--- config.mk ---
export PLATFORM = sky130hd
export DESIGN_NAME = nms_iou
export DESIGN_NICKNAME = d
export VERILOG_FILES = /design/src/hw/rtl/nms_pkg.sv /design/src/hw/rtl/nms_iou.sv
export SDC_FILE = /design/constraint.sdc
export NUM_CORES = 2
export LEC_CHECK = 0
export BUFFER_PORTS_ARGS = -buffer_cell sky130_fd_sc_hd__buf_2
export CAP_MARGIN = 30
export CORE_ASPECT_RATIO = 0.8
export CORE_MARGIN = 5
export CORE_UTILIZATION = 55
export CTS_BUF_LIST = sky130_fd_sc_hd__clkbuf_8
export CTS_CLUSTER_SIZE = 8
export DETAILED_ROUTE_END_ITERATION = 7
export HOLD_SLACK_MARGIN = 0.1
export PLACE_DENSITY = 0.74
export SYNTH_ARGS = -nofsm -noshare
export SYNTH_HDL_FRONTEND = slang
export SYNTH_SLANG_ARGS = --single-unit
--- constraint.sdc ---
create_clock -name clk -period 9.51 [get_ports clk]
set_input_delay 1.902 -clock clk [delete_from_list [all_inputs] [get_ports clk]]
set_output_delay 1.902 -clock clk [all_outputs]
set_load 0.02 [all_outputs]
--- src/hw/rtl/nms_pkg.sv ---
// Shared types and helpers for the box NMS block.
// Used by nms_cell, nms_iou and box_non_max_suppression.
`timescale 1ns / 1ps
package nms_pkg;

  typedef struct packed {
    logic [14:0] mid_x;
    logic [14:0] mid_y;
    logic [14:0] box_width;
    logic [14:0] box_height;
    logic [15:0] objectness;
    logic [15:0] class_zero_score;
    logic [15:0] class_one_score;
    logic [15:0] class_two_score;
    logic        last;
  } in_t;

  typedef struct packed {
    logic signed [15:0] left_edge;
    logic signed [15:0] top_edge;
    logic signed [15:0] right_edge;
    logic signed [15:0] bottom_edge;
    logic [15:0]        box_score;
    logic [1:0]         class_index;
    logic               box_valid;
    logic               overflowed;
    logic               last_result;
  } out_t;

  typedef struct packed {
    logic signed [15:0] left;
    logic signed [15:0] top;
    logic signed [15:0] right;
    logic signed [15:0] bottom;
    logic [15:0]        score;
    logic [1:0]         cls;
  } entry_t;

  typedef enum logic [1:0] {
    OP_NOP  = 2'd0,
    OP_INS  = 2'd1,
    OP_POP  = 2'd2,
    OP_PUSH = 2'd3
  } cell_op_t;

  typedef struct packed {
    logic valid;
    logic take;
  } link_t;

  localparam logic CFG_SCORE_THR = 1'b0;
  localparam logic CFG_IOU_THR   = 1'b1;
  localparam logic [15:0] SCORE_THR_RST = 16'd26214;
  localparam logic [15:0] IOU_THR_RST   = 16'd32768;

  function automatic logic signed [15:0] sat16(input logic signed [16:0] v);
    logic signed [15:0] r;
    begin
      if (v > 17'sd32767) r = 16'sh7fff;
      else if (v < -17'sd32768) r = 16'sh8000;
      else r = v[15:0];
      return r;
    end
  endfunction

  // max(0, hi - lo) for signed 16-bit edges
  function automatic logic [15:0] clamp_diff(input logic signed [15:0] hi,
                                             input logic signed [15:0] lo);
    logic signed [16:0] d;
    begin
      d = {hi[15], hi} - {lo[15], lo};
      return d[16] ? 16'd0 : d[15:0];
    end
  endfunction

endpackage

--- src/hw/rtl/nms_iou.sv ---
// Pipelined overlap test of two corner boxes against the IoU threshold.
// Depends on nms_pkg.
`timescale 1ns / 1ps
module nms_iou (
  input  logic            clk,
  input  logic            rst_n,
  input  logic            start,
  input  nms_pkg::entry_t box_a,
  input  nms_pkg::entry_t box_b,
  input  logic [31:0]     area_a,
  input  logic [15:0]     iou_thr,
  output logic            done,
  output logic            survive
);

  logic [6:0]  vld_r;
  logic [15:0] dx_r, dy_r, wb_r, hb_r, thr_lo_r;
  logic [31:0] area_a_r, inter_r, area_b_r, plo_r;
  logic [32:0] uni_r, phi_r;
  logic        survive_r;
  logic signed [15:0] lo_x, hi_x, lo_y, hi_y;
  logic [32:0] sum_areas;
  logic [48:0] prod;

  assign lo_x = (box_a.left > box_b.left) ? box_a.left : box_b.left;
  assign hi_x = (box_a.right < box_b.right) ? box_a.right : box_b.right;
  assign lo_y = (box_a.top > box_b.top) ? box_a.top : box_b.top;
  assign hi_y = (box_a.bottom < box_b.bottom) ? box_a.bottom : box_b.bottom;
  assign sum_areas = {1'b0, area_a_r} + {1'b0, area_b_r};
  assign prod = {phi_r, 16'd0} + {17'd0, plo_r};

  always_ff @(posedge clk) begin
    if (!rst_n) vld_r <= '0;
    else vld_r <= {vld_r[5:0], start};
  end

  always_ff @(posedge clk) begin
    if (start) begin
      dx_r     <= nms_pkg::clamp_diff(hi_x, lo_x);
      dy_r     <= nms_pkg::clamp_diff(hi_y, lo_y);
      wb_r     <= nms_pkg::clamp_diff(box_b.right, box_b.left);
      hb_r     <= nms_pkg::clamp_diff(box_b.bottom, box_b.top);
      area_a_r <= area_a;
      thr_lo_r <= iou_thr;
    end
    if (vld_r[0]) inter_r <= dx_r * dy_r;
    if (vld_r[1]) area_b_r <= wb_r * hb_r;
    if (vld_r[2]) uni_r <= (sum_areas > {1'b0, inter_r}) ?
                           sum_areas - {1'b0, inter_r} : 33'd0;
    if (vld_r[3]) plo_r <= thr_lo_r * uni_r[15:0];
    if (vld_r[4]) phi_r <= thr_lo_r * uni_r[32:16];
    if (vld_r[5]) survive_r <= (uni_r != 33'd0) && ({1'b0, inter_r, 16'd0} <= prod);
  end

  assign done    = vld_r[6];
  assign survive = survive_r;

endmodule

After elaboration in Yosys (flattened, before gate mapping) --
Index checks and enable logic that the tools add are counted.
Storage, ports and cells: bits in registers 282, input bits 215, output and inout bits 2, logic and storage cells 36
Operators by class: $add $sub $neg 7, multiply operators 4, magnitude comparators 6, multiplexer cells 4, reduce and logical (&&, ||, !) cells 2
Operators by type and width (count):
- 16-bit by 16-bit multiplier with 32-bit output | 3
- 16-bit by 16-bit subtractor with 17-bit output | 4
- 16-bit two-way mux | 4
- 49-bit by 32-bit adder with 49-bit output | 1
- 48-bit by 49-bit less-or-equal comparator with 1-bit output | 1
- 32-bit by 32-bit adder with 33-bit output | 1
- 33-bit by 32-bit greater-than comparator with 1-bit output | 1
- 16-bit by 17-bit multiplier with 33-bit output | 1
- 33-bit nonzero test | 1
- 33-bit by 32-bit subtractor with 33-bit output | 1
- 16-bit greater-than comparator | 2
- 16-bit < comparator | 2
- 1-bit logical AND | 1

Depth between registers and ports, before layout --
word-level depth 3, gate-level depth with buffers 24, gate-level depth less buffers 23

Worst setup path after synthesis --
Ideal clock, no wire load.
path type input port to flip-flop, from input box_b[19] (netlist bit), to register dy_r[15], data pin, setup time 265 ps, data arrival time 6119 ps, required time 9245 ps, setup slack 3126 ps, stages on the path 21, buffers on the path 1, cells stage by stage inv_1 ha_1 a21o_1 a21o_1 a21o_1 a21o_1 a2111oi_0 nor3_1 o221ai_4 buf_6 mux2_2 ha_1 nor2b_1 o21a_1 o21ai_0 a2111oi_0 a2111oi_0 o31ai_1 a21oi_1 a221oi_1 nand3_1
On the way: word-level cells in the longest chain between the ends 3
Ends and longest elaborated chain:
- start, declared | line nms_iou.sv:9 | input nms_pkg::entry_t box_b,
- 16-bit < comparator | line nms_iou.sv:28 | assign hi_y = (box_a.bottom < box_b.bottom) ? box_a.bottom : box_b.bottom;
- 16-bit two-way mux (*) | line nms_iou.sv:28
- 16-bit by 16-bit subtractor with 17-bit output (*) | line nms_pkg.sv:71 | d = {hi[15], hi} - {lo[15], lo};
- end signal, assigned | line nms_iou.sv:40 | dy_r <= nms_pkg::clamp_diff(hi_y, lo_y);
- end, declared | line nms_iou.sv:17 | logic [15:0] dx_r, dy_r, wb_r, hb_r, thr_lo_r;
Mark *: on every way between the ends. The rest lies on a longest branch, timed or not. A chain may end at the register's enable or synchronous reset.

Final worst setup path --
from register wb_r[10], to register area_b_r[31], data pin
On the way: word-level cells in the longest chain between the ends 1
Ends and longest elaborated chain:
- start, declared | line nms_iou.sv:17
- start signal, assigned | line nms_iou.sv:41 | wb_r <= nms_pkg::clamp_diff(box_b.right, box_b.left);
- 16-bit by 16-bit multiplier with 32-bit output | line nms_iou.sv:47 | if (vld_r[1]) area_b_r <= wb_r * hb_r;
- end signal, assigned | line nms_iou.sv:47
- end, declared | line nms_iou.sv:18 | logic [31:0] area_a_r, inter_r, area_b_r, plo_r;
Every way passes these cells.

==> summary.md <==
| Metric | Value |
|---|---|
| Status | completed |
| Unrepaired setup endpoints after global routing | false |
| Post-Syn Nets | roughly 7,300 |
| Yosys top cell by area | fa_1 |
| Setup violators final | 0 |
| Largest net degree at the start of global routing | 60 |
| Avg WL per Cell | approximately 19 um |
| Slowest Stage Delay on Critical Path | between 0.8 and 0.9 ns |
| Register area | about 8400 um2 |
| Total CTS buffers | between 50 and 60 |
| Number of synthesized flops with an enable pin | ~280 |
| Clk root buf | clkbuf_8 |
| Ys flop type | edfxtp_1 |
| Core area | between 90,000 and 100,000 um2 |
| Port Buffers | between 150 and 200 |
| Iteration count of the initial detailed-routing pass | 6 |
| Area post-placement | 55,200 um2 |
| Setup tns final | 0 ns |
| Fmax | between 0.1 and 0.15 GHz |
| Pin slew with the least headroom to its limit | 0.987 ns |
| Hold Crit Class | reg -> reg |
| Vias | a little under 40,000 |
| Crit. End Element | register |
| Final worst setup slack | around 2.3 ns |
| CP arrival | around 7.6 ns |
| CP top delay family | adder cells |
| Routed WL | 136,000 um |
| Crit Path Category | reg -> reg |
| Final antenna-violating net count | 0 |
| Number of DRC markers in iteration 0 | about 2,700 |
| Area of the multi-input gates | around 40,000 um2 |
| GP Congestion | slightly below 1 |
| DR vias/cell | roughly 5.6 |
| Crit share post-route | about three quarters |
| Clock latency at the later pin of the worst-skew pair | roughly 0.69 ns |
| Top cells by area, synth | fa_1, edfxtp_1, ha_1, inv_1, and2_1 |
| Fill cells | between 8,000 and 9,000 |
| IO Pins | approximately 220 |
| Antenna violations before repair | 12 |
| Overall Global Routing Usage | ~27% |
| CTS clk-pin slew, worst paths | approximately 0.070 ns |
| Maximum root-to-sink buffer count | 3 |
| Post-route cell area | 56,200 um2 |
| Die Height | 288 um |
| Vias in the first global route | 41,600 |
| Pins over their slew limit | 0 |
| Yosys top cell area share | between 30% and 40% |
| CP max-delay cell | edfxtp_1 |
| Distinct cell type count of the synthesized netlist | 89 |
| Crit Path Max Fanout | 16 |
| Required @ worst endpoint | just under 10 ns |
| GR Overflow Total | 0 |
| Minimum clock period | 7.21 ns |
| Final #Nets | roughly 7,400 |
| Final setup skew | between 0.06 and 0.07 ns |
| Number of H-tree levels | 2 |
| Post-CTS Setup Bufs | 0 |
| Critical Path, Cell by Cell | nand2_1, fa_1, fa_1, fa_1, inv_1, fa_1, fa_1, inv_1, fa_1, inv_1, ha_1, a21oi_1, o21ai_0, a31oi_1, o21bai_1, a21boi_0, o21ai_0, o41ai_1, o211ai_1, xnor2_1 |
| Max-Cap Viols | 0 |
| # rows | about 100 |
| Number of hold buffers added after CTS | 0 |
| Post-cts resize count | 0 |
| FFs w/ async S/R, synth | 0% |
| Starting Density | 55.6% |
| Post-synthesis register bit count | approximately 280 |
| Relative slew slack | between 30% and 40% |
| Share of cells above drive strength 1 | between 6 and 7% |
| Buf/Inv on CP | 3 |
| Post-DP HPWL | roughly 110,000 um |
| Clk sinks | 282 |
| Post-synthesis sequential area ratio | between 15 and 20% |
| DP Worst Slack | approximately 1.8 ns |
| DR DRC count | 0 |
| CTS tree | yes |
| Global-route wire length before repair | 222,000 um |
| Netlist Area Pre-Place | ~53,000 um2 |
| Final Hold Fails | 0 |
| Yosys Warn Count | 0 |
| Die Footprint | 103,000 um2 |
| Die X | ~360 um |
| Area delta synth->final | 6.08% |
| Crit-path most repeated cell | fa_1 |
| Crit start category | register |
| Syn Inst Count | 5,658 |
| Average instance area after synthesis | between 9 and 10 um2 |
==> cell usage after synthesis, types with 26 or more instances <==
master,number
a21o_1,109
o21a_1,26
mux2_2,34
nand4_1,35
o21bai_1,45
nor2b_1,41
xor2_1,75
xnor2_1,147
a21oi_1,210
and3_1,30
nand2_1,657
nand3_1,60
inv_1,1041
ha_1,655
mux2i_1,37
a211oi_1,31
clkbuf_1,154
nor3_1,84
and2_1,509
nand2b_1,29
edfxtp_1,275
nor2_1,194
o21ai_0,133
fa_1,797
==> kinds of logic (layout without fill, tap and decap cells) <==
group	count (synthesis)	in the layout	synth area share, %
XOR/XNOR	222	222	3.67
buffers and inverters	1208	1351	8.59
adder cells (fa/ha/maj)	1452	1452	45.6
AND/OR/NAND/NOR	1724	1724	16.1
AO/OA/AOI/OAI	698	698	8.75
multiplexers	72	72	1.44
other	0	4	0
flip-flops	282	282	15.8
==> layout by cell type (no fill, tap or decap), types with 18 or more instances in the layout <==
master	instances
nand2_1	657
buf_2	179
and2_1	509
xor2_1	75
a21oi_1	210
ha_1	655
buf_4	40
nor3_1	84
nand4_1	35
a211oi_1	31
and3_1	30
clkbuf_8	51
a21o_1	109
mux2_2	34
o21bai_1	45
inv_1	1056
or3_1	25
edfxtp_1	275
nand2b_1	29
nand3_1	60
fa_1	797
nor2b_1	41
nor2_1	194
o21ai_0	133
mux2i_1	37
xnor2_1	147
o21a_1	26
nor4_1	18
==> layer usage <==
layer  track usage (%)  vias to the layer above  part of all wire (%)
met5                 0                        -                 0.071
met4              7.91                       16                   3.1
met3              4.67                      266                   7.1
met2              44.8                     1426                    47
met1              36.9                    19500                    43
li1                  -                    18400                     -
==> through the flow <==
| step | std cells | utilization, % | hold WS (ns) |
|---|---|---|---|
| 3_3_place_gp | 6994 | 57.9 | 0.543 |
| 4_1_cts | 7088 | 59.0 | 0.545 |
| 3_5_place_dp | 6997 | 57.9 | 0.530 |
| 2_1_floorplan | 5658 | - | 0.427 |
| 6_report | 7092 | 59.0 | 0.560 |
| 5_1_grt | 7089 | 59.0 | 0.546 |
==> final cells by class <==
type | count | share of cell area (%)
multi-input combinational | 4168 | 71.2
sequential | 282 | 14.9
inverter | 1041 | 6.95
tap | 1287 | 2.86
timing repair buffer | 219 | 2.13
clock buffer | 51 | 1.25
clock inverter | 40 | 0.614
antenna | 4 | 0.0178
==> state kept, by name, summed over array words and instances, names as in the netlist <==
register and count:
dx_r 16, uni_r 33, wb_r 16, area_b_r 32, inter_r 32, plo_r 32, vld_r 7, survive 1
hb_r 16, area_a_r 32, thr_lo_r 16, dy_r 16, phi_r 33
==> worst paths after layout <==
check / cells past startpoint / end / from / slack (ns)
worst max-delay path: 20 / area_b_r[31]$_DFFE_PP_ / wb_r[10]$_SDFFCE_PP0P_ / 2.30
worst min-delay path: 0 / survive$_DFFE_PP_ / vld_r[5]$_SDFF_PN0_ / 0.56
worst max register to register: 20 / area_b_r[31]$_DFFE_PP_ / wb_r[10]$_SDFFCE_PP0P_ / 2.30
worst min register to register: 0 / survive$_DFFE_PP_ / vld_r[5]$_SDFF_PN0_ / 0.56
Power is not shown: default switching activity piles up to over one toggle a cycle in this logic, so the estimate is an artifact.
