### src/hw/rtl/nms_pkg.sv
// Shared types and helpers for the box NMS block.
// Used by nms_cell, nms_iou and box_non_max_suppression.
`timescale 1ns / 1ps
package nms_pkg;

  typedef struct packed {
    logic [14:0] mid_x;
    logic [14:0] mid_y;
    logic [14:0] box_width;
    logic [14:0] box_height;
    logic [15:0] objectness;
    logic [15:0] class_zero_score;
    logic [15:0] class_one_score;
    logic [15:0] class_two_score;
    logic        last;
  } in_t;

  typedef struct packed {
    logic signed [15:0] left_edge;
    logic signed [15:0] top_edge;
    logic signed [15:0] right_edge;
    logic signed [15:0] bottom_edge;
    logic [15:0]        box_score;
    logic [1:0]         class_index;
    logic               box_valid;
    logic               overflowed;
    logic               last_result;
  } out_t;

  typedef struct packed {
    logic signed [15:0] left;
    logic signed [15:0] top;
    logic signed [15:0] right;
    logic signed [15:0] bottom;
    logic [15:0]        score;
    logic [1:0]         cls;
  } entry_t;

  typedef enum logic [1:0] {
    OP_NOP  = 2'd0,
    OP_INS  = 2'd1,
    OP_POP  = 2'd2,
    OP_PUSH = 2'd3
  } cell_op_t;

  typedef struct packed {
    logic valid;
    logic take;
  } link_t;

  localparam logic CFG_SCORE_THR = 1'b0;
  localparam logic CFG_IOU_THR   = 1'b1;
  localparam logic [15:0] SCORE_THR_RST = 16'd26214;
  localparam logic [15:0] IOU_THR_RST   = 16'd32768;

  function automatic logic signed [15:0] sat16(input logic signed [16:0] v);
    logic signed [15:0] r;
    begin
      if (v > 17'sd32767) r = 16'sh7fff;
      else if (v < -17'sd32768) r = 16'sh8000;
      else r = v[15:0];
      return r;
    end
  endfunction

  // max(0, hi - lo) for signed 16-bit edges
  function automatic logic [15:0] clamp_diff(input logic signed [15:0] hi,
                                             input logic signed [15:0] lo);
    logic signed [16:0] d;
    begin
      d = {hi[15], hi} - {lo[15], lo};
      return d[16] ? 16'd0 : d[15:0];
    end
  endfunction

endpackage

### src/hw/rtl/nms_cell.sv
// One cell of the sorted box chain: holds one entry and its valid bit.
// Depends on nms_pkg.
`timescale 1ns / 1ps
module nms_cell (
  input  logic              clk,
  input  logic              rst_n,
  input  nms_pkg::cell_op_t op,
  input  nms_pkg::entry_t   new_entry,
  input  nms_pkg::entry_t   prev_entry,
  input  nms_pkg::link_t    prev_link,
  input  nms_pkg::entry_t   next_entry,
  input  logic              next_valid,
  output nms_pkg::entry_t   entry,
  output nms_pkg::link_t    link
);

  nms_pkg::entry_t entry_r, entry_nxt;
  logic            valid_r, valid_nxt;
  logic            take;

  assign take  = !valid_r || (new_entry.score > entry_r.score);
  assign entry = entry_r;
  assign link  = '{valid: valid_r, take: take};

  always_comb begin
    entry_nxt = entry_r;
    valid_nxt = valid_r;
    case (op)
      nms_pkg::OP_INS: begin
        if (prev_link.take) begin
          entry_nxt = prev_entry;
          valid_nxt = prev_link.valid;
        end else if (take) begin
          entry_nxt = new_entry;
          valid_nxt = 1'b1;
        end
      end
      nms_pkg::OP_POP: begin
        entry_nxt = next_entry;
        valid_nxt = next_valid;
      end
      nms_pkg::OP_PUSH: begin
        if (!valid_r && prev_link.valid) begin
          entry_nxt = new_entry;
          valid_nxt = 1'b1;
        end
      end
      default: ;
    endcase
  end

  always_ff @(posedge clk) begin
    if (!rst_n) valid_r <= 1'b0;
    else valid_r <= valid_nxt;
  end

  always_ff @(posedge clk) begin
    entry_r <= entry_nxt;
  end

endmodule

### config.mk
export PLATFORM = sky130hd
export DESIGN_NAME = nms_cell
export DESIGN_NICKNAME = d
export VERILOG_FILES = /design/src/hw/rtl/nms_pkg.sv /design/src/hw/rtl/nms_cell.sv
export SDC_FILE = /design/constraint.sdc
export NUM_CORES = 1
export LEC_CHECK = 0
export ABC_CLOCK_PERIOD_IN_PS = 3700
export BUFFER_PORTS_ARGS = -buffer_cell sky130_fd_sc_hd__buf_2
export CAP_MARGIN = 20
export CORE_MARGIN = 4
export CORE_UTILIZATION = 29
export DETAILED_ROUTE_END_ITERATION = 8
export SYNTH_ARGS = -nofsm -noshare
export SYNTH_HDL_FRONTEND = slang
export SYNTH_SLANG_ARGS = --single-unit
### constraint.sdc
create_clock -name clk -period 3.7 [get_ports clk]
set_input_delay 0.185 -clock clk [delete_from_list [all_inputs] [get_ports clk]]
set_output_delay 0.185 -clock clk [all_outputs]
set_load 0.01 [all_outputs]
# --- Word-level counts from Yosys, hierarchy flattened ---
# Index checks and enable logic that the tools add are counted.
classes:
  order_cmp: 1
  n_eq_ne: 5
  n_mux: 8
  n_reduce_logical: 5
ops:
  columns: ["op", "count"]
  rows:
  - ["$mux W82", 3]
  - ["$pmux W82 S3", 1]
  - ["$gt A16 B16 Y1", 1]
  - ["$eq A2 B2 Y1 const B", 2]
  - ["$mux W1", 3]
  - ["$ne A3 B3 Y1 const B", 1]
  - ["$pmux W1 S3", 1]
  - ["$reduce_and A3 Y1", 1]
  - ["$reduce_bool A3 Y1", 1]
  - ["$eq A2 B1 Y1 const B", 1]
  - ["$ne A2 B2 Y1 const B", 1]
  - ["$logic_and A1 B1 Y1", 1]
  - ["$logic_not A1 Y1", 1]
  - ["$logic_or A1 B1 Y1", 1]
totals:
  reg_bits: 83
  input_bits: 253
  out_inout_bits: 84
  elab_cells: 26

# --- Logic depth before layout (Yosys ltp) ---
# Gate-level depths: netlist of the first run.
logic_depth:
  word_depth: 5
  mapped_depth: 8
  depth_no_buf: 8

# --- Worst setup path before layout of the first run ---
# Ideal clock, no wire load.
synth_timing:
  path_type: "flip-flop to flip-flop"
  start: "reg entry_r, in the netlist entry[17]"
  end: "reg entry_r, in the netlist entry[0], enable pin"
  arrival_time_ps: 3503
  t_required_ps: 3245
  path_slack_ps: -258
  path_stages_with_launch: 9
  n_path_buf: 0
  period_less_slack_ps: 3958
  cell_sequence: "edfxtp_1 > inv_1 > ha_1 > nand4_2 > nor3_2 > a21boi_2 > nor4_2 > a21oi_2 > o31a_1"
synth_between:
  elab_chain_len: 4
synth_lines:
  columns: ["item", "line", "rtl"]
  rows:
  - ["from (decl)", "nms_cell.sv:17", "nms_pkg::entry_t entry_r, entry_nxt;"]
  - ["from (signal assigned)", "nms_cell.sv:58", "entry_r <= entry_nxt;"]
  - ["$gt A16 B16 Y1", "nms_cell.sv:21", "assign take = !valid_r || (new_entry.score > entry_r.score);"]
  - ["$logic_or A1 B1 Y1", "nms_cell.sv:21", null]
  - ["via take", "nms_cell.sv:19", "logic take;"]
  - ["$ne A3 B3 Y1 (no source line)", null, null]
  - ["$reduce_and A3 Y1 (no source line)", null, null]
# The timed path passes the listed nets, and every way through them passes these cells.
# A chain may end at the register's enable or synchronous reset.

# --- Worst setup path in the final report of the first run ---
layout_timing:
  start: "reg entry_r, in the netlist entry[17]"
  end: "reg entry_r, in the netlist entry[47], enable pin"
layout_between:
  elab_chain_len: 4
layout_lines:
  columns: ["item", "line"]
  rows:
  - ["$gt A16 B16 Y1", "nms_cell.sv:21"]
  - ["$logic_or A1 B1 Y1", "nms_cell.sv:21"]
  - ["$ne A3 B3 Y1 (no source line)", null]
  - ["$reduce_and A3 Y1 (no source line)", null]
# No other way between the ends.

==> results of run 1 <==
==> worst max-delay path by stage <==
stage	end	cells past startpoint
finish	entry[47]	9
global route	entry[47]	9
CTS	entry[47]	9
detailed placement	entry[47]	9
global placement	entry[38]	9
floorplan	entry[0]	8
==> cell type report <==
type,instances,area [um2],share of cell area
clock buffer,10,229,0.0295
clock inverter,6,114,0.0147
inverter,19,71.3,0.00920
multi-input combinational,376,2790,0.360
sequential,83,2480,0.320
tap,234,293,0.0378
timing repair buffer,344,1770,0.229
==> cells by family after synthesis <==
family	share of synthesized area
adder cells (fa/ha/maj)	0.0360
AO/OA/AOI/OAI	0.207
multiplexers	0.148
buffers and inverters	0.0532
flip-flops	0.447
AND/OR/NAND/NOR	0.109
==> sequential cells by signal, indices dropped and copies added (netlist names) <==
signal and cells:
entry 82, valid_r 1
==> Yosys cell counts, drive strengths merged <==
cell,instances,area share
o22ai,1,0.0011
a31oi,1,0.0011
a21oi,90,0.082
nand2,1,0.00068
nor2,3,0.0020
o211ai,2,0.0027
mux2i,82,0.15
clkbuf,23,0.016
nor4,1,0.0023
nor2b,81,0.091
nand4,4,0.0056
o221ai,1,0.0016
ha,16,0.036
edfxtp,82,0.44
dfxtp,1,0.0036
nand2b,3,0.0034
o31a,1,0.0016
a21boi,2,0.0034
nor3,2,0.0027
nand3,1,0.00090
a211oi,81,0.11
a41o,1,0.0018
buf,25,0.025
inv,19,0.013
a21o,2,0.0029
==> metal layers <==
metal / vias up / GRT usage / share of wire
met5: - / 0 / 0.00073
met3: 28 / 0.0385 / 0.066
met2: 195 / 0.277 / 0.50
met1: 2340 / 0.180 / 0.41
met4: 2 / 0.0588 / 0.025
li1: 2626 / - / -
==> stage by stage <==
stage                     power (mW)  hold WS [ps]  setup slack [ps]  instance area [um2]  utilization
after detailed placement        1.93           473              1080                 7410        0.395
after floorplan                 1.59           323               716                 5560            -
after global routing            3.08           143               919                 7750        0.413
final                           2.93           137              1120                 7750        0.413
after global placement          1.92           465              1110                 7410        0.395
after CTS                       2.98           110              1060                 7750        0.413
==> power by group <==
| part | internal, mW | switching [mW] |
|---|---|---|
| Sequential | 1.17 | 0.0309 |
| Combinational | 0.315 | 0.380 |
| Clock | 0.661 | 0.371 |
| Total | 2.14 | 0.781 |
==> worst reg2reg max path: stages (launching register included) <==
cell      delay [ps]
edfxtp_1         340
inv_1             40
ha_1             320
nand4_2          160
nor3_2           240
a21boi_2         200
nor4_2            70
a21oi_2          150
o31a_4           350
buf_4            370
==> results.md, run 1 <==
* Status: finished, final reports clean
* HP Class: in -> reg
* Leakage at around 3.5 nW
* Htree depth at 3
* Commonest non-fill, non-tap cell in the layout: buf_2
* CP Cell Sequence: inv_1 -> ha_1 -> nand4_2 -> nor3_2 -> a21boi_2 -> nor4_2 -> a21oi_2 -> o31a_4 -> buf_4
* Fillcell total at 1883
* Cells after DPL at ~1100
* Routed Antenna Nets at 0
* Unrepaired setup endpoints after global routing: no
* WP buf/inv at 2
* Cell family with most CP delay: compound AO/OA/AOI/OAI gates
* Endpoints failing setup at 0
* Worst Hold End: valid_r
* Mapped Area at roughly 0.0056 mm2
* Post-synthesis sequential area ratio at 0.447
* Fin. Hold Viols at 0
* Synth warn at 0
* R2r setup slk at 1120 ps
* Avg Vias per Cell at 4.84
* Placeable Area at 0.0188 mm2
* Slew HR at 0.552
* Synthesis-stage register bit count at just over 80
* Clk_skew at 7.29 ps
* Reg-to-Reg End: entry[47]
* CTS Sinks at slightly above 80
* All-Layer GR Usage at 0.156
* N_diodes at 0
* TritonCTS Buffers at 9
* Pin count of the biggest net entering global routing at around 100
* Clock slew at reported path FFs at ~70 ps
* Max_cap viols at 0
* Cts repair resizes at 0
* Cts hold-fix bufs at 0
* Post-DP HPWL at approximately 14 mm
* Number of port buffers at 336
* Root buf cell: clkbuf_16
* CTS Buffer Depth at 2
* Full die area at 0.0214 mm2
* Worst Path Arrival at between 2000 and 3000 ps
* Cell Pwr Density at 378 mW/mm2
* Post-synth cell types at 32
* Final clock period utilization by the worst path at 0.698
* Crit end category: flop
* Fmax at between 300 and 400 MHz
* Initial core utilization at 0.296
* Critical path class: reg -> reg
* Drt total wl at ~18 mm
* Required time of the critical path at around 3700 ps
* Leading cell types in the layout, fill and taps excluded: 333 x buf_2, 89 x a21oi_1, 82 x mux2i_1, 82 x edfxtp_1
* Max Slew Vio Count at 0
* Global-route wire length before repair at 26.5 mm
* # rows at 50
* Max stage delay on crit path at between 300 and 400 ps
* Ports at approximately 340
* CTS tree: yes
* Reg2reg start: entry[17]
* Area growth syn-to-layout at 39.5%
* DRC at 0
* Setup TNS at 0 ps
* Fin cells at between 1000 and 1500
* Width of the die at approximately 150 um
* Synthesized Nets at roughly 800
* Startpoint types: flop
* Vias in the first global route at 5027
* Initial antenna violation count at 1
* Pin slew with the least headroom to its limit at a little under 700 ps
* Worst setup path start: entry[17]
* Drt wl/cell at around 17 um
* HP Start: rst_n
* RePlAce Congestion at around 0.83
* Synth Instances at between 500 and 600
* Worst hold stages at 3
* Total gr overflow at 0
* Die Height at 146 um
* Reg2Reg Depth at 9
* Syn Area/Cell at between 10 and 15 um2
* First-pass iteration count of the detailed router at 4
* Post-route minimum period at roughly 2600 ps
* DR vias at between 5000 and 6000
* DRT iter0 DRCs at approximately 150
* Layout cells sized above 1 at 0.437
* Final layout net count at approximately 1100
* # Post-CTS Setup Buffers at 0
* Max VDD drop at 0.184 mV
* Clock Latency Late Sink at around 330 ps
* Critical Path Fanout Max at 23
* Slowest stage cell on the critical path: buf_4
(Power assumes the default switching activity.)
==> run 2: changes to the inputs <==
--- a/config.mk
+++ b/config.mk
@@ -5,7 +5,7 @@
 export SDC_FILE = /design/constraint.sdc
 export NUM_CORES = 1
 export LEC_CHECK = 0
-export ABC_CLOCK_PERIOD_IN_PS = 3700
+export ABC_CLOCK_PERIOD_IN_PS = 2550
 export BUFFER_PORTS_ARGS = -buffer_cell sky130_fd_sc_hd__buf_2
 export CAP_MARGIN = 20
 export CORE_MARGIN = 4
==> constraint.sdc (replaced) <==
create_clock -name clk -period 2.55 [get_ports clk]
set_input_delay 0.1275 -clock clk [delete_from_list [all_inputs] [get_ports clk]]
set_output_delay 0.1275 -clock clk [all_outputs]
set_load 0.01 [all_outputs]
==> run 2 against run 1 <==
Global-route usage barely moved. Cell area rose by 0.11%. Sequential share of layout area barely moved. Clock-buffer cell count rose by 1. Critical endpoint is now entry[37]. Clock skew fell by 0.56 ps. Register-to-register slack got worse by 940 ps. First-iteration DRC count fell by 12%. Flip-flop and latch count did not move. Utilization barely moved. Combinational power rose by 48%.
==> results.md, run 2 (synthesis gave the netlist of run 1 again) <==
* Status: finished, final reports clean (unchanged)
* DR vias at 5173 (was 5191)
* CTS tree: yes (unchanged)
* Die Height at 146 um (unchanged)
* CTS Buffer Depth at 2 (unchanged)
* Drt total wl at 17.4 mm (was 17.8 mm)
* Global-route wire length before repair at 26.6 mm (was 26.5 mm)
* Initial antenna violation count at 0 (was 1)
* Max stage delay on crit path at 350 ps (was 360 ps)
* HP Start: rst_n (unchanged)
* Number of port buffers at 336 (unchanged)
* Max Slew Vio Count at 0 (unchanged)
* CP Cell Sequence: inv_1 -> ha_1 -> nand4_2 -> nor3_2 -> a21boi_2 -> nor4_2 -> a21oi_2 -> o31a_4 -> buf_12 (was inv_1 -> ha_1 -> nand4_2 -> nor3_2 -> a21boi_2 -> nor4_2 -> a21oi_2 -> o31a_4 -> buf_4)
* Sw Pwr at 1.11 mW (was 0.781 mW)
* Unrepaired setup endpoints after global routing: no (unchanged)
* Initial core utilization at 0.296 (unchanged)
* Leakage at 3.53 nW (about the same)
* Reg-to-Reg End: entry[37] (was entry[47])
* Commonest non-fill, non-tap cell in the layout: buf_2 (unchanged)
* Fin cells at 1074 (was 1072)
* Cts hold-fix bufs at 0 (unchanged)
* Final Power at 4.03 mW (was 2.93 mW)
* Total gr overflow at 0 (unchanged)
* Placeable Area at 0.0188 mm2 (unchanged)
* R2r setup slk at 170 ps (was 1120 ps)
* Post-route minimum period at 2380 ps (was 2580 ps)
* DRC at 0 (unchanged)
* Routed Antenna Nets at 0 (unchanged)
* Sw frac at 0.276 (was 0.267)
* HP Class: in -> reg (unchanged)
* Worst Path Arrival at 2400 ps (was 2590 ps)
* Sequential fraction of design power at 0.431 (was 0.410)
* Max VDD drop at 0.288 mV (was 0.184 mV)
* Slew HR at 0.580 (was 0.552)
* Slowest stage cell on the critical path: edfxtp_1 (was buf_4)
* CTS Sinks at 83 (unchanged)
* N_diodes at 0 (unchanged)
* Width of the die at 146 um (unchanged)
* TritonCTS Buffers at 9 (unchanged)
* Pin slew with the least headroom to its limit at 630 ps (was 672 ps)
* Fmax at 421 MHz (was 387 MHz)
* Endpoints failing setup at 0 (unchanged)
* DRT iter0 DRCs at 130 (was 147)
* Avg Vias per Cell at 4.82 (was 4.84)
* Vias in the first global route at 5055 (was 5027)
* Post-DP HPWL at 13.9 mm (was 14.1 mm)
* Cts repair resizes at 0 (unchanged)
* Cell Pwr Density at 520 mW/mm2 (was 378 mW/mm2)
* First-pass iteration count of the detailed router at 4 (unchanged)
* Htree depth at 3 (unchanged)
* Combinational power share at 0.255 (was 0.237)
* Ports at 337 (unchanged)
* Reg2Reg Depth at 9 (unchanged)
* Clk_skew at 6.73 ps (was 7.29 ps)
* All-Layer GR Usage at 0.156 (about the same)
* Critical Path Fanout Max at 33 (was 23)
* Clock power share at 0.314 (was 0.353)
* Critical path class: reg -> reg (unchanged)
* Max_cap viols at 0 (unchanged)
* RePlAce Congestion at 0.779 (was 0.830)
* Crit end category: flop (unchanged)
* Max reg flops at 82 (unchanged)
* Worst hold stages at 3 (unchanged)
* Setup TNS at 0 ps (unchanged)
* # rows at 50 (unchanged)
* Hold WS at 45.8 ps (was 137 ps)
* Area growth syn-to-layout at 39.7% (was 39.5%)
* Pin count of the biggest net entering global routing at 122 (was 101)
* Drt wl/cell at 16.2 um (was 16.6 um)
* Full die area at 0.0214 mm2 (unchanged)
* Cells after DPL at 1058 (was 1056)
* Reg2reg start: entry[17] (unchanged)
* Leading cell types in the layout, fill and taps excluded: 333 x buf_2, 89 x a21oi_1, 82 x mux2i_1, 82 x edfxtp_1 (unchanged)
* Clock slew at reported path FFs at 60 ps (was 70 ps)
* Setup ws final at 175 ps (was 1120 ps)
* # Post-CTS Setup Buffers at 0 (unchanged)
* Fin. Hold Viols at 0 (unchanged)
* Root buf cell: clkbuf_16 (unchanged)
* Internal power at 2.92 mW (was 2.14 mW)
* Dpl ws at 190 ps (was 1080 ps)
* Required time of the critical path at 2580 ps (was 3710 ps)
* Layout cells sized above 1 at 0.435 (was 0.437)
* Cell family with most CP delay: compound AO/OA/AOI/OAI gates (unchanged)
* Final layout net count at 1104 (was 1102)
* Worst Hold End: valid_r (unchanged)
* Startpoint types: flop (unchanged)
* Clock Latency Late Sink at 340 ps (was 330 ps)
* WP buf/inv at 2 (unchanged)
* Final clock period utilization by the worst path at 0.931 (was 0.698)
==> run 2: cell types whose count changed in the layout (fill, tap and decap cells not counted), sizes merged <==
cell / change
buf: +2
bufinv: -2
clkbuf: +1
clkinv: +2
clkinvlp: -1
==> run 2: power by group through the flow <==
stage          registers (mW)  clock network, mW  logic, mW
2_1_floorplan            1.85                  0      0.461
4_1_cts                  1.74               1.32       1.05
3_3_place_gp             1.76                  0       1.04
3_5_place_dp             1.77                  0       1.05
5_1_grt                  1.75               1.39       1.14
6_report                 1.74               1.27       1.03
==> run 2: layer usage <==
layer | share of wire | global-route usage | routed length, um
met1 | 0.40 | 0.180 | 7030
met2 | 0.51 | 0.277 | 8830
met3 | 0.073 | 0.0475 | 1280
met4 | 0.017 | 0.0489 | 292
met5 | 0 | 0 | 0
==> run 2: layout make-up <==
class / instances / area, um2
repair buffers: 346 / 1840
fillers: 1845 / 11000
inverters: 19 / 71.3
well taps: 234 / 293
flip-flops and latches: 83 / 2480
multi-input cells: 376 / 2790
clock inverters: 5 / 53.8
clock buffers: 11 / 233
==> run 2: how the worst max path moves through the flow <==
stage | startpoint | to | slack (ps) | cells past startpoint
6_report | entry[17] | entry[37] | 170 | 9
5_1_grt | entry[17] | entry[43] | 30 | 9
4_1_cts | entry[17] | entry[36] | 170 | 9
3_5_place_dp | entry[17] | entry[44] | 190 | 9
3_3_place_gp | entry[17] | entry[37] | 250 | 9
2_1_floorplan | entry[17] | entry[0] | 50 | 8
==> run 2: per-stage QoR <==
| step | util | cell area, um2 |
|---|---|---|
| after floorplan | - | 5560 |
| after global routing | 0.413 | 7760 |
| final | 0.413 | 7760 |
| after global placement | 0.398 | 7470 |
| after detailed placement | 0.398 | 7470 |
| after CTS | 0.413 | 7760 |
==> run 2: worst reg2reg max path: cells and delay by family (launching register included) <==
family | cells | cell delay (ps)
AOI/OAI and AO/OA | 3 | 610
adders and majority gates | 1 | 310
buffers and inverters | 2 | 290
DFF | 1 | 350
and+or+nand+nor | 3 | 480
